`src/rtl/core/shc_pkg.sv`:
```
`timescale 1ns / 1ps
package shc_pkg;

  typedef enum logic [1:0] {
    CMD_HALL   = 2'd0,
    CMD_DUTY   = 2'd1,
    CMD_ENABLE = 2'd2,
    CMD_VEL    = 2'd3
  } cmd_e;

  typedef enum logic [1:0] {
    CFG_REVERSE = 2'd0,
    CFG_SCALE   = 2'd1,
    CFG_GAIN    = 2'd2
  } cfg_idx_e;

  typedef enum logic [1:0] {
    PH_OFF = 2'd0,
    PH_LOW = 2'd1,
    PH_PWM = 2'd2
  } phase_e;

  typedef enum logic [1:0] {
    BK_IDLE = 2'd0,
    BK_DIV  = 2'd1,
    BK_MUL  = 2'd2,
    BK_OUT  = 2'd3
  } back_state_e;

  localparam int unsigned DutyWidth  = 13;
  localparam int unsigned ScaleWidth = 24;
  localparam int unsigned GainWidth  = 32;
  localparam int unsigned CountWidth = 16;
  localparam int unsigned SpeedWidth = 32;

  // one classified event handed from front to back
  typedef struct packed {
    cmd_e                    cmd;
    logic [2:0]              sector;
    logic [CountWidth-1:0]   count;
    logic [DutyWidth-1:0]    duty;
    logic                    enable;
    logic                    pos_up;
  } event_t;

  function automatic logic [2:0] hall_to_sector(input logic [2:0] hall);
    logic [2:0] s;
    unique case (hall)
      3'd1:    s = 3'd4;
      3'd2:    s = 3'd2;
      3'd3:    s = 3'd3;
      3'd4:    s = 3'd6;
      3'd5:    s = 3'd5;
      3'd6:    s = 3'd1;
      default: s = 3'd0;
    endcase
    return s;
  endfunction

  function automatic logic [5:0] step_modes(input logic [2:0] st);
    logic [5:0] m;
    unique case (st)
      3'd1:    m = {PH_PWM, PH_LOW, PH_OFF};
      3'd2:    m = {PH_PWM, PH_OFF, PH_LOW};
      3'd3:    m = {PH_OFF, PH_PWM, PH_LOW};
      3'd4:    m = {PH_LOW, PH_PWM, PH_OFF};
      3'd5:    m = {PH_LOW, PH_OFF, PH_PWM};
      3'd6:    m = {PH_OFF, PH_LOW, PH_PWM};
      default: m = {PH_OFF, PH_OFF, PH_OFF};
    endcase
    return m;
  endfunction

endpackage

```
`src/rtl/core/shc_front.sv`:
```
`timescale 1ns / 1ps
module shc_front (
  input  logic                         clk_i,
  input  logic                         rst_ni,
  input  logic                         in_valid,
  output logic                         in_stall,
  input  logic [1:0]                   command_i,
  input  logic [2:0]                   hall_bits_i,
  input  logic [shc_pkg::CountWidth-1:0] timer_count_i,
  input  logic [shc_pkg::DutyWidth-1:0]  duty_command_i,
  input  logic                         enable_flag_i,
  input  logic                         reverse_i,
  output logic                         q_valid_o,
  input  logic                         q_pop_i,
  output shc_pkg::event_t              q_data_o
);

  localparam int unsigned Depth = 2;

  shc_pkg::event_t     fifo_q [Depth];
  logic                wr_ptr_q, rd_ptr_q;
  logic [1:0]          cnt_q;
  logic [2:0]          prev_sector_q;
  shc_pkg::event_t     ev;
  logic [2:0]          sec;
  logic                push;
  logic [shc_pkg::DutyWidth-1:0] duty_neg;

  assign in_stall = (cnt_q == 2'(Depth));
  assign push     = in_valid && !in_stall;
  assign sec      = shc_pkg::hall_to_sector(hall_bits_i);

  always_comb begin
    // reversal of the most negative code saturates to the largest positive
    if (duty_command_i == {1'b1, {(shc_pkg::DutyWidth-1){1'b0}}}) begin
      duty_neg = {1'b0, {(shc_pkg::DutyWidth-1){1'b1}}};
    end else begin
      duty_neg = -duty_command_i;
    end
    ev.cmd    = shc_pkg::cmd_e'(command_i);
    ev.sector = sec;
    ev.count  = timer_count_i;
    ev.duty   = reverse_i ? duty_neg : duty_command_i;
    ev.enable = enable_flag_i;
    ev.pos_up = (sec == prev_sector_q + 3'd1) || (prev_sector_q == 3'd6 && sec == 3'd1);
  end

  always_ff @(posedge clk_i) begin
    if (push) fifo_q[wr_ptr_q] <= ev;
  end

  always_ff @(posedge clk_i or negedge rst_ni) begin
    if (!rst_ni) begin
      wr_ptr_q      <= 1'b0;
      rd_ptr_q      <= 1'b0;
      cnt_q         <= 2'd0;
      prev_sector_q <= 3'd0;
    end else begin
      if (push) begin
        wr_ptr_q <= ~wr_ptr_q;
        if (ev.cmd == shc_pkg::CMD_HALL) prev_sector_q <= sec;
      end
      if (q_pop_i) rd_ptr_q <= ~rd_ptr_q;
      cnt_q <= cnt_q + 2'(push) - 2'(q_pop_i);
    end
  end

  assign q_valid_o = (cnt_q != 2'd0);
  assign q_data_o  = fifo_q[rd_ptr_q];

endmodule

```
`src/rtl/core/shc_divider.sv`:
```
`timescale 1ns / 1ps
module shc_divider (
  input  logic        clk_i,
  input  logic        rst_ni,
  input  logic        start_i,
  input  logic [31:0] dividend_i,
  input  logic [15:0] divisor_i,
  output logic        busy_o,
  output logic [31:0] quotient_o
);

  logic [31:0] quo_q;
  logic [16:0] rem_q;
  logic [15:0] dvs_q;
  logic [5:0]  cnt_q;
  logic [16:0] shifted;
  logic        fits;

  assign shifted = {rem_q[15:0], quo_q[31]};
  assign fits    = shifted >= {1'b0, dvs_q};

  always_ff @(posedge clk_i or negedge rst_ni) begin
    if (!rst_ni) begin
      cnt_q <= 6'd0;
    end else if (start_i) begin
      cnt_q <= 6'd32;
    end else if (cnt_q != 6'd0) begin
      cnt_q <= cnt_q - 6'd1;
    end
  end

  // restoring division, one quotient bit per cycle
  always_ff @(posedge clk_i) begin
    if (start_i) begin
      quo_q <= dividend_i;
      rem_q <= 17'd0;
      dvs_q <= divisor_i;
    end else if (cnt_q != 6'd0) begin
      rem_q <= fits ? shifted - {1'b0, dvs_q} : shifted;
      quo_q <= {quo_q[30:0], fits};
    end
  end

  assign busy_o     = (cnt_q != 6'd0);
  assign quotient_o = quo_q;

endmodule

```
`src/rtl/core/shc_back.sv`:
```
`timescale 1ns / 1ps
module shc_back #(
  parameter int unsigned TIMER_WIDTH    = 16,
  parameter int unsigned POSITION_WIDTH = 32
) (
  input  logic                 clk_i,
  input  logic                 rst_ni,
  input  logic                 q_valid_i,
  output logic                 q_pop_o,
  input  shc_pkg::event_t      q_data_i,
  input  logic [shc_pkg::ScaleWidth-1:0] scale_i,
  input  logic [shc_pkg::GainWidth-1:0]  gain_i,
  output logic                 out_valid,
  input  logic                 out_stall,
  output logic [1:0]           phase_a_mode_o,
  output logic [1:0]           phase_b_mode_o,
  output logic [1:0]           phase_c_mode_o,
  output logic [15:0]          compare_value_o,
  output logic [2:0]           sector_o,
  output logic [2:0]           drive_step_o,
  output logic [31:0]          rotor_position_o,
  output logic [31:0]          speed_o
);

  localparam int unsigned ProdWidth = shc_pkg::DutyWidth + shc_pkg::ScaleWidth;

  shc_pkg::back_state_e state_q, state_d;
  shc_pkg::event_t      ev_q;
  logic [2:0]           sector_q;
  logic [POSITION_WIDTH-1:0] pos_q, prev_pos_q;
  logic [15:0]          period_q;
  logic [31:0]          vel_q;
  logic [shc_pkg::DutyWidth-1:0] duty_q;
  logic                 en_q, neg_q, div_go_q;
  logic [2:0]           step_q;
  logic [ProdWidth-1:0] prod_q;
  // velocity choice: 1 take quotient, 2 force zero, 0 keep
  logic [1:0]           vel_sel_q;

  logic                 div_start, div_busy;
  logic [31:0]          div_quo;
  logic [15:0]          div_dvs;

  logic [POSITION_WIDTH-1:0] pos_n, dpos;
  logic [2:0]           sector_n, step_n;
  logic [shc_pkg::DutyWidth-1:0] duty_n;
  logic                 en_n;
  logic [shc_pkg::DutyWidth-1:0] mag;
  logic [ProdWidth-17:0] cmp_wide;
  logic [TIMER_WIDTH-1:0] cmp_sat;
  logic [31:0]          sq;
  logic [5:0]           modes;
  logic                 out_full_q;
  logic                 capture;

  shc_divider u_div (
    .clk_i      (clk_i),
    .rst_ni     (rst_ni),
    .start_i    (div_start),
    .dividend_i (gain_i),
    .divisor_i  (div_dvs),
    .busy_o     (div_busy),
    .quotient_o (div_quo)
  );

  assign dpos = pos_q - prev_pos_q;

  // hall/duty/enable updates computed combinationally, with commutation when enabled
  always_comb begin
    sector_n = sector_q;
    pos_n    = pos_q;
    duty_n   = duty_q;
    en_n     = en_q;
    unique case (ev_q.cmd)
      shc_pkg::CMD_HALL: begin
        sector_n = ev_q.sector;
        pos_n    = ev_q.pos_up ? pos_q + 1'b1 : pos_q - 1'b1;
      end
      shc_pkg::CMD_DUTY:   duty_n = ev_q.duty;
      shc_pkg::CMD_ENABLE: en_n   = ev_q.enable;
      default: ;
    endcase
    step_n = step_q;
    if (en_n && ev_q.cmd != shc_pkg::CMD_VEL) begin
      if (!duty_n[shc_pkg::DutyWidth-1]) begin
        step_n = (sector_n == 3'd6) ? 3'd1 : sector_n + 3'd1;
      end else begin
        step_n = (sector_n < 3'd3) ? sector_n + 3'd4 : sector_n - 3'd2;
      end
    end
  end

  always_comb begin
    div_start = 1'b0;
    div_dvs   = period_q;
    state_d   = state_q;
    q_pop_o   = 1'b0;
    capture   = 1'b0;
    unique case (state_q)
      shc_pkg::BK_IDLE: if (q_valid_i) begin
        q_pop_o = 1'b1;
        state_d = shc_pkg::BK_DIV;
      end
      shc_pkg::BK_DIV: begin
        div_start = div_go_q;
        div_dvs   = (dpos != '0) ? period_q : ev_q.count;
        state_d   = div_go_q ? shc_pkg::BK_DIV : shc_pkg::BK_MUL;
        if (!div_go_q && div_busy) state_d = shc_pkg::BK_DIV;
      end
      shc_pkg::BK_MUL: state_d = shc_pkg::BK_OUT;
      shc_pkg::BK_OUT: if (!out_full_q) begin
        capture = 1'b1;
        state_d = shc_pkg::BK_IDLE;
      end
      default: state_d = shc_pkg::BK_IDLE;
    endcase
  end

  // full 13-bit magnitude so the most negative duty gives 4096
  assign mag      = duty_q[shc_pkg::DutyWidth-1] ? -duty_q : duty_q;
  assign cmp_wide = prod_q[ProdWidth-1:16];
  assign cmp_sat  = (cmp_wide > (ProdWidth-16)'({TIMER_WIDTH{1'b1}})) ? {TIMER_WIDTH{1'b1}}
                  : TIMER_WIDTH'(cmp_wide);
  assign sq       = neg_q ? ((div_quo[31]) ? 32'h8000_0000 : -div_quo)
                          : ((div_quo[31]) ? 32'h7FFF_FFFF : div_quo);
  assign modes    = shc_pkg::step_modes(step_q);

  always_ff @(posedge clk_i) begin
    if (q_pop_o) ev_q <= q_data_i;
    prod_q <= ProdWidth'(mag) * ProdWidth'(scale_i);
  end

  always_ff @(posedge clk_i or negedge rst_ni) begin
    if (!rst_ni) begin
      state_q    <= shc_pkg::BK_IDLE;
      sector_q   <= 3'd0;
      pos_q      <= '0;
      prev_pos_q <= '0;
      period_q   <= 16'd0;
      vel_q      <= 32'd0;
      duty_q     <= '0;
      en_q       <= 1'b0;
      neg_q      <= 1'b0;
      step_q     <= 3'd1;
      div_go_q   <= 1'b0;
      out_full_q <= 1'b0;
      phase_a_mode_o   <= 2'd0;
      phase_b_mode_o   <= 2'd0;
      phase_c_mode_o   <= 2'd0;
      compare_value_o  <= 16'd0;
      sector_o         <= 3'd0;
      drive_step_o     <= 3'd1;
      rotor_position_o <= 32'd0;
      speed_o          <= 32'd0;
    end else begin
      state_q  <= state_d;
      div_go_q <= 1'b0;
      if (state_q == shc_pkg::BK_IDLE && q_valid_i) div_go_q <= 1'b1;
      if (state_q == shc_pkg::BK_DIV && div_go_q) begin
        if (ev_q.cmd == shc_pkg::CMD_VEL) begin
          // velocity: note the direction and save the position; the divider starts every time
          if (dpos != '0) begin
            neg_q <= dpos[POSITION_WIDTH-1];
            if (period_q == 16'd0) div_go_q <= 1'b0;
          end
          prev_pos_q <= pos_q;
        end else begin
          sector_q <= sector_n;
          pos_q    <= pos_n;
          duty_q   <= duty_n;
          en_q     <= en_n;
          step_q   <= step_n;
          if (ev_q.cmd == shc_pkg::CMD_HALL) period_q <= ev_q.count;
        end
      end
      if (state_q == shc_pkg::BK_MUL && ev_q.cmd == shc_pkg::CMD_VEL) begin
        // prev_pos_q already updated, so use saved decision flags
        if (vel_sel_q == 2'd1) vel_q <= sq;
        else if (vel_sel_q == 2'd2) vel_q <= 32'd0;
      end
      if (out_full_q && !out_stall) out_full_q <= 1'b0;
      if (capture) begin
        out_full_q       <= 1'b1;
        phase_a_mode_o   <= en_q ? modes[5:4] : 2'd0;
        phase_b_mode_o   <= en_q ? modes[3:2] : 2'd0;
        phase_c_mode_o   <= en_q ? modes[1:0] : 2'd0;
        compare_value_o  <= 16'(cmp_sat);
        sector_o         <= sector_q;
        drive_step_o     <= step_q;
        rotor_position_o <= 32'(pos_q);
        speed_o          <= vel_q;
      end
    end
  end

  always_ff @(posedge clk_i or negedge rst_ni) begin
    if (!rst_ni) begin
      vel_sel_q <= 2'd0;
    end else if (state_q == shc_pkg::BK_DIV && div_go_q) begin
      if (dpos != '0)                     vel_sel_q <= (period_q != 16'd0) ? 2'd1 : 2'd0;
      else if (ev_q.count > period_q)     vel_sel_q <= 2'd1;
      else if (ev_q.count == 16'd0)       vel_sel_q <= 2'd2;
      else                                vel_sel_q <= 2'd0;
    end
  end

  assign out_valid = out_full_q;

endmodule

```
`src/rtl/core/six_step_hall_commutator_top.sv`:
```
`timescale 1ns / 1ps
// six-step hall commutator
// input channel in_valid/in_stall carries one event: hall edge, duty update,
// enable set or velocity tick. each event gives exactly one result on the
// out_valid/out_stall channel showing phase modes, compare value, sector,
// drive step, position and speed after that event.
// configuration: cfg_valid/cfg_ready with cfg_index and cfg_data; write only
// when idle. index 0 reverse, 1 duty scale, 2 velocity gain.
// the restoring divider in the back end runs for every event, and the back
// end handles events one at a time: it takes the next event from the queue
// only after the result of the last one has been captured.
// a two-entry queue between front and back keeps taking events while the
// back end works; when it fills, in_stall rises.
// a stalled result is held in the output register; the back end waits.
// reset sets position and speed to zero, step 1, drive disabled,
// scale 1.0, gain 0.
module six_step_hall_commutator_top #(
  parameter int unsigned TIMER_WIDTH    = 16,
  parameter int unsigned POSITION_WIDTH = 32
) (
  input  logic        clk_i,
  input  logic        rst_ni,
  input  logic        in_valid,
  output logic        in_stall,
  input  logic [1:0]  command_i,
  input  logic [2:0]  hall_bits_i,
  input  logic [15:0] timer_count_i,
  input  logic signed [12:0] duty_command_i,
  input  logic        enable_flag_i,
  output logic        out_valid,
  input  logic        out_stall,
  output logic [1:0]  phase_a_mode_o,
  output logic [1:0]  phase_b_mode_o,
  output logic [1:0]  phase_c_mode_o,
  output logic [15:0] compare_value_o,
  output logic [2:0]  sector_o,
  output logic [2:0]  drive_step_o,
  output logic signed [31:0] rotor_position_o,
  output logic signed [31:0] speed_o,
  input  logic        cfg_valid,
  output logic        cfg_ready,
  input  logic [1:0]  cfg_index,
  input  logic [31:0] cfg_data
);

  logic        reverse_q;
  logic [23:0] scale_q;
  logic [31:0] gain_q;
  logic        q_valid, q_pop;
  shc_pkg::event_t q_data;

  assign cfg_ready = 1'b1;

  always_ff @(posedge clk_i or negedge rst_ni) begin
    if (!rst_ni) begin
      reverse_q <= 1'b0;
      scale_q   <= 24'd65536;
      gain_q    <= 32'd0;
    end else if (cfg_valid) begin
      case (shc_pkg::cfg_idx_e'(cfg_index))
        shc_pkg::CFG_REVERSE: reverse_q <= cfg_data[0];
        shc_pkg::CFG_SCALE:   scale_q   <= cfg_data[23:0];
        shc_pkg::CFG_GAIN:    gain_q    <= cfg_data;
        default: ;
      endcase
    end
  end

  shc_front u_front (
    .clk_i          (clk_i),
    .rst_ni         (rst_ni),
    .in_valid       (in_valid),
    .in_stall       (in_stall),
    .command_i      (command_i),
    .hall_bits_i    (hall_bits_i),
    .timer_count_i  (timer_count_i),
    .duty_command_i (duty_command_i),
    .enable_flag_i  (enable_flag_i),
    .reverse_i      (reverse_q),
    .q_valid_o      (q_valid),
    .q_pop_i        (q_pop),
    .q_data_o       (q_data)
  );

  shc_back #(
    .TIMER_WIDTH    (TIMER_WIDTH),
    .POSITION_WIDTH (POSITION_WIDTH)
  ) u_back (
    .clk_i            (clk_i),
    .rst_ni           (rst_ni),
    .q_valid_i        (q_valid),
    .q_pop_o          (q_pop),
    .q_data_i         (q_data),
    .scale_i          (scale_q),
    .gain_i           (gain_q),
    .out_valid        (out_valid),
    .out_stall        (out_stall),
    .phase_a_mode_o   (phase_a_mode_o),
    .phase_b_mode_o   (phase_b_mode_o),
    .phase_c_mode_o   (phase_c_mode_o),
    .compare_value_o  (compare_value_o),
    .sector_o         (sector_o),
    .drive_step_o     (drive_step_o),
    .rotor_position_o (rotor_position_o),
    .speed_o          (speed_o)
  );

endmodule

```
`config.mk`:
```
export PLATFORM = sky130hd
export DESIGN_NAME = six_step_hall_commutator_top
export DESIGN_NICKNAME = d
export VERILOG_FILES = /design/src/rtl/core/shc_pkg.sv /design/src/rtl/core/shc_front.sv /design/src/rtl/core/shc_divider.sv /design/src/rtl/core/shc_back.sv /design/src/rtl/core/six_step_hall_commutator_top.sv
export SDC_FILE = /design/constraint.sdc
export NUM_CORES = 2
export LEC_CHECK = 0
export BUFFER_PORTS_ARGS = -buffer_cell sky130_fd_sc_hd__buf_2
export CORE_MARGIN = 2
export CORE_UTILIZATION = 60
export CTS_CLUSTER_DIAMETER = 80
export CTS_CLUSTER_SIZE = 14
export DETAILED_ROUTE_END_ITERATION = 8
export MAX_ROUTING_LAYER = met4
export PLACE_DENSITY_LB_ADDON = 0.05
export SLEW_MARGIN = 5
export SYNTH_ARGS = -nofsm -noshare
export SYNTH_HDL_FRONTEND = slang
export SYNTH_SLANG_ARGS = --single-unit
```
`constraint.sdc`:
```
create_clock -name clk_i -period 8.6 [get_ports clk_i]
set_clock_uncertainty 0.2 [all_clocks]
set_input_delay 1.72 -clock clk_i [delete_from_list [all_inputs] [get_ports clk_i]]
set_output_delay 1.72 -clock clk_i [all_outputs]
set_load 0.1 [all_outputs]
```
-- Yosys cells after proc, flatten, opt, wreduce, memory -nomap -nowiden
Memory sizes are Yosys's and may differ from the RTL's. A register that Yosys moved wholly into a read port is not among the register bits.
Cells that the tools add are included.
- bits in registers: 402
- bits in latches: 0
- memory bits (writable): 72
- bits in read-only memories: 0
- input port bits: 74
- output and inout port bits: 95
- word-level logic and storage cells: 176
- memories: 1
- memories (memory ; words ; bits a word ; read ports ; clocked after memory_dff ; wr ports ; line ; source):
    u_front.fifo_q ; 2 ; 36 ; 1 ; 1 ; 1 ; shc_front.sv:20 ; shc_pkg::event_t fifo_q [Depth];
- add/sub/neg operators: 14
- multipliers: 1
- divide/modulo/power cells: 0
- order comparisons: 4
- equal/unequal tests: 31
- shifts and indexed selects: 0
- multiplexer cells: 51
- bitwise operators: 3
- reductions and logical operators: 37
- operators by type and width (cell ; count):
    32-bit two-way mux ; 7
    16-bit two-way mux ; 4
    13-bit two-way mux ; 4
    13-bit by 24-bit multiplier with 37-bit output ; 1
    6-bit case mux with 6 select lines ; 1
    32-bit by 1-bit adder with 32-bit output, second input constant ; 1
    16-bit logical NOT ; 2
    32-bit negator ; 1
    32-bit nonzero test ; 1
    32-bit by 1-bit subtractor with 32-bit output, second input constant ; 1
    32-bit subtractor ; 1
    31-bit two-way mux ; 1
    13-bit negator ; 2
    3-bit == test, second input constant ; 8
    21-bit by 16-bit greater-than comparator with 1-bit output, second input constant ; 1
    2-bit two-way mux ; 10
    3-bit case mux with 6 select lines ; 1
    17-bit by 16-bit >= comparator with 1-bit output ; 1
    16-bit greater-than comparator ; 1
    1-bit two-way mux ; 16
    2-bit AND reduction ; 8
    16-bit nonzero test ; 1
    16-bit subtractor ; 1
    2-bit == test, second input constant ; 7
    25 further kinds ; 59

-- Logic depth before layout (Yosys ltp)
- depth after elaboration: 7
- mapped depth: 29
- gate-level depth less buffers: 28

-- Hierarchy
From an unflattened synthesis, not the netlist that was laid out.
- cell total of the unflattened synthesis: 3448
- area total of the unflattened synthesis: 34214.1 um^2
- modules (own cells, without submodules) (module ; times used ; cells each ; area each (um^2) ; sequential area each (um^2)):
    shc_back ; 1 ; 2775 ; 24738.7 ; 7284.5
    shc_divider ; 1 ; 333 ; 3716.1 ; 1911.8
    shc_front ; 1 ; 216 ; 3458.3 ; 2337.2
    six_step_hall_commutator_top ; 1 ; 124 ; 2301.0 ; 1427.6

-- Worst setup path after synthesis
OpenSTA, ideal clock, no wires.
- path type: reg-to-reg
- from: register u_back.duty_q[4] (netlist name)
- to: register u_back.prod_q[36]
- library setup time: 72 ps
- arrival: 7148 ps
- required time: 8328 ps
- path slack: 1180 ps
- stages on the path, launching flop included: 25
- buffers on the path: 1
- clock period less this slack: 7420 ps
- path through: dfrtp_1 or4_1 or3_1 o41ai_1 xnor2_1 clkbuf_1 nand2_1 fa_1 fa_1 inv_1 fa_1 fa_1 fa_1 ha_1 a211o_1 a21oi_1 o21ai_0 a22oi_1 o21ai_0 o211ai_1 o211ai_1 a41o_1 a31o_2 a21oi_1 xnor2_1
- cells in the longest elaborated chain, start to end: 3
- RTL lines (element ; line ; source):
    start, declared ; shc_back.sv:33 ; logic [shc_pkg::DutyWidth-1:0] duty_q;
    start signal, assigned ; shc_back.sv:170 ; duty_q <= duty_n;
    13-bit negator ; shc_back.sv:120 ; assign mag = duty_q[shc_pkg::DutyWidth-1] ? -duty_q : duty_q;
    13-bit two-way mux (*) ; shc_back.sv:120 ;
    13-bit by 24-bit multiplier with 37-bit output (*) ; shc_back.sv:130 ; prod_q <= ProdWidth'(mag) * ProdWidth'(scale_i);
    end signal, assigned ; shc_back.sv:130 ;
    end, declared ; shc_back.sv:36 ; logic [ProdWidth-1:0] prod_q;
Every way passes the cells marked *; elsewhere a longest branch is shown, timed or not.
A chain may end at the register's enable or synchronous reset.

-- Final worst setup path
- from: register u_back.duty_q[3] (netlist name)
- to: register u_back.prod_q[36]
The elaborated chain is that of the path after synthesis.

==> reports/metrics.cfg <==
[status]
status = completed

[critical_path]
cpLargestDelayFamily = adder cells
crit_fanout = 11
start_kind = register
worstPathRequired_ps = 8910
critPathBufInv = 4
worst_path_max_delay_cell = fa_1
critical_path_class = register to register
endpoint_kind = register
slowest_delay_ps = 590
arrival_ps = 8430
crit_path_frequent_cell = fa_1

[synth]
synth.distinct_cells = 83
ys_seq_area_frac = 0.387
synth_area_leaders = dfrtp_1, fa_1, edfxtp_1
synthSimpleGateAreaFrac = 0.160
synth_edf_count = 156
synth.avg_cell_area_um2 = 9.80
synth_nets = 3915
synth_top_family_by_area = adder cells
postSynth.asyncResetShare = 0.609
postSynthCellCount = 3416
synth_xor_area_frac = 0.0317
synth_top_area_cell = dfrtp_1
netlist.area_leader.share = 0.223
synth_compound_area_frac = 0.0961
synthAdderAreaFrac = 0.214
synth-seq-cells = 494
netlist_area_um2 = 33500
muxShareOfSynthArea = 0.0552
ys.flop_type = dfrtp_1
synth_warnings = 0

[layout]
drive_gt1_frac = 0.125
n_antenna_cell = 0
layout_common_cells = nand2_1, inv_1, dfrtp_1
area_growth_pct = 8.65
final_common_cell = nand2_1
fin_nets = 4019
fin_cells = 4298
final.fill_count = 4507

[die]
std_cell_rows = 86
io_pins = 169
start_util = 0.607
chipHeight_um = 240
core_area_um2 = 55100
die_area_um2 = 57700
die_w_um = 240

[global_routing]
track_usage = 0.300
gr-total-overflow = 0
grt_max_degree = 121
grt_first_pass_wirelength_mm = 132
first_global_vias = 24700
antenna_found_initial = 0

[timing]
tns_ps = 0
period_share = 0.944
post-route-min-period_ps = 8120
fmax_mhz = 123
tightest_slew_ps = 1110
rsz0062_at_grt = false
slew_headroom = 0.263
slew_violations = 0
finalSetupViolCount = 0
hold_viol_final = 0

[detailed_routing]
drt_drc_violations_left = 0
ant_nets = 0
drt-initial-drc-count = 1714
routed_wl_mm = 81.7
drt-vias-per-instance = 5.72
dr_total_vias = 24600
wl_per_cell_um = 19.0
first_pass_iters = 5

[clock_network]
cts_root_buf = clkbuf_16
worstSkewPairLatency_ps = 600
cts_sinks = 494
cts.path.max_buffers = 3
cts_buffers = 43
cts_tree = yes
path_clk_slew_ps = 60
cts_setup_buffers = 0
htreeDepth = 2

[placement]
dp_hpwl_mm = 61.9
dp_cells = 4223
port-buffer-count = 167
gp_congestion = 0.917

[flow_run]
drv_cap = 0

[worst_hold_path]
hp-class = register to register

[worst paths after layout]
path	start	to	slack, ps	cells after the start
max	u_back.duty_q[3]	u_back.prod_q[36]	480	26
min	u_back.prod_q[27]	u_back.compare_value_o[11]	230	1
max reg2reg	u_back.duty_q[3]	u_back.prod_q[36]	480	26
min reg2reg	u_back.prod_q[27]	u_back.compare_value_o[11]	230	1
max in group asynchronous	rst_ni	scale_q[10]	5540	2
min in group asynchronous	rst_ni	u_back.pos_q[23]	970	1
[state kept, by name, indices dropped and copies added, names as in the netlist, 32 cells and up, named ones only]
register	count
u_front.fifo_q	72
u_back.ev_q	36
gain_q	32
u_back.pos_q	32
u_back.prev_pos_q	32
u_back.rotor_position_o	32
u_back.speed_o	32
u_back.u_div.quotient_o	32
u_back.vel_q	32
[metal layers]
metal,GRT usage,part of all wire,vias up
met5,-,0,-
met2,0.479,0.48,707
met4,0.0702,0.021,0
li1,-,-,11500
met3,0.0328,0.053,111
met1,0.418,0.45,12300
[stage by stage]
| stage | cell area (um^2) | hold slack, ps | setup slack, ps | util |
|---|---|---|---|---|
| after detailed placement | 35000 | 230 | 425 | 0.636 |
| after floorplan | 33500 | 220 | 1180 | - |
| after global routing | 36400 | 263 | 4.87 | 0.660 |
| after global placement | 35000 | 223 | 655 | 0.636 |
| after CTS | 36300 | 236 | 384 | 0.660 |
| final | 36400 | 232 | 485 | 0.660 |
[synth_stat cells, types with 7 or more instances]
cell type / count
o21ai_0: 198
mux2_2: 140
or4_1: 12
o21a_1: 16
nor2b_1: 21
o211ai_1: 11
inv_1: 353
nand3_1: 31
xnor2_1: 81
or3_1: 21
nor2_1: 137
nand2_1: 714
edfxtp_1: 156
fa_1: 244
nand3b_1: 7
o21bai_1: 16
ha_1: 181
o22a_1: 17
nor3_1: 44
and3_1: 9
a21o_1: 29
nand4_1: 19
nor4_1: 15
clkbuf_1: 141
nand2b_1: 29
o31ai_1: 17
mux2i_1: 12
mux2_4: 10
a21oi_1: 121
a211oi_1: 18
xor2_1: 40
o41ai_1: 11
a31oi_1: 11
and2_1: 112
dfrtp_1: 298
dfxtp_1: 37
[what timing repair did]
| item | CTS | global route |
|---|---|---|
| hold buffers | 0 | 0 |
| gates resized for setup | 0 | 3 |
| setup endpoints to repair | 0 | 1 |
[final cells by class]
| cell class | count | area (um^2) | area share |
|---|---|---|---|
| clock inverters | 8 | 115 | 0.00317 |
| inverters | 353 | 1330 | 0.0364 |
| clock buffers | 67 | 1180 | 0.0323 |
| flip-flops and latches | 494 | 13000 | 0.356 |
| repair buffers | 206 | 1140 | 0.0313 |
| multi-input cells | 2422 | 18700 | 0.515 |
| well taps | 748 | 936 | 0.0257 |
[worst register-to-register path, cell delays in order, from the launching register on]
cell	delay [ps]
dfrtp_1	460
or4_1	560
or3_1	430
o21ai_0	290
xnor2_2	270
buf_4	270
nand2_1	100
fa_1	590
inv_1	60
fa_1	480
fa_1	550
fa_1	560
inv_1	60
fa_1	530
inv_1	40
ha_1	200
nor4_1	270
nand2_1	100
and3_1	190
a32oi_1	180
o21ai_0	160
o211ai_1	360
o211ai_1	230
a41o_1	330
a31o_2	270
a21oi_1	180
xnor2_1	130
[cell families (layout without fill, tap and decap cells)]
logic type | after synthesis | after routing
and+or+nand+nor | 1194 | 1194
other | 1 | 1
muxes | 162 | 162
DFF | 494 | 494
adders and majority gates | 425 | 425
buffers and inverters | 500 | 634
xor gates and xnor gates | 121 | 121
AOI/OAI and AO/OA | 519 | 519
Power is left out: the tool's default activity adds up to more than one toggle a clock period on the data nets, which glitch-free logic cannot reach.
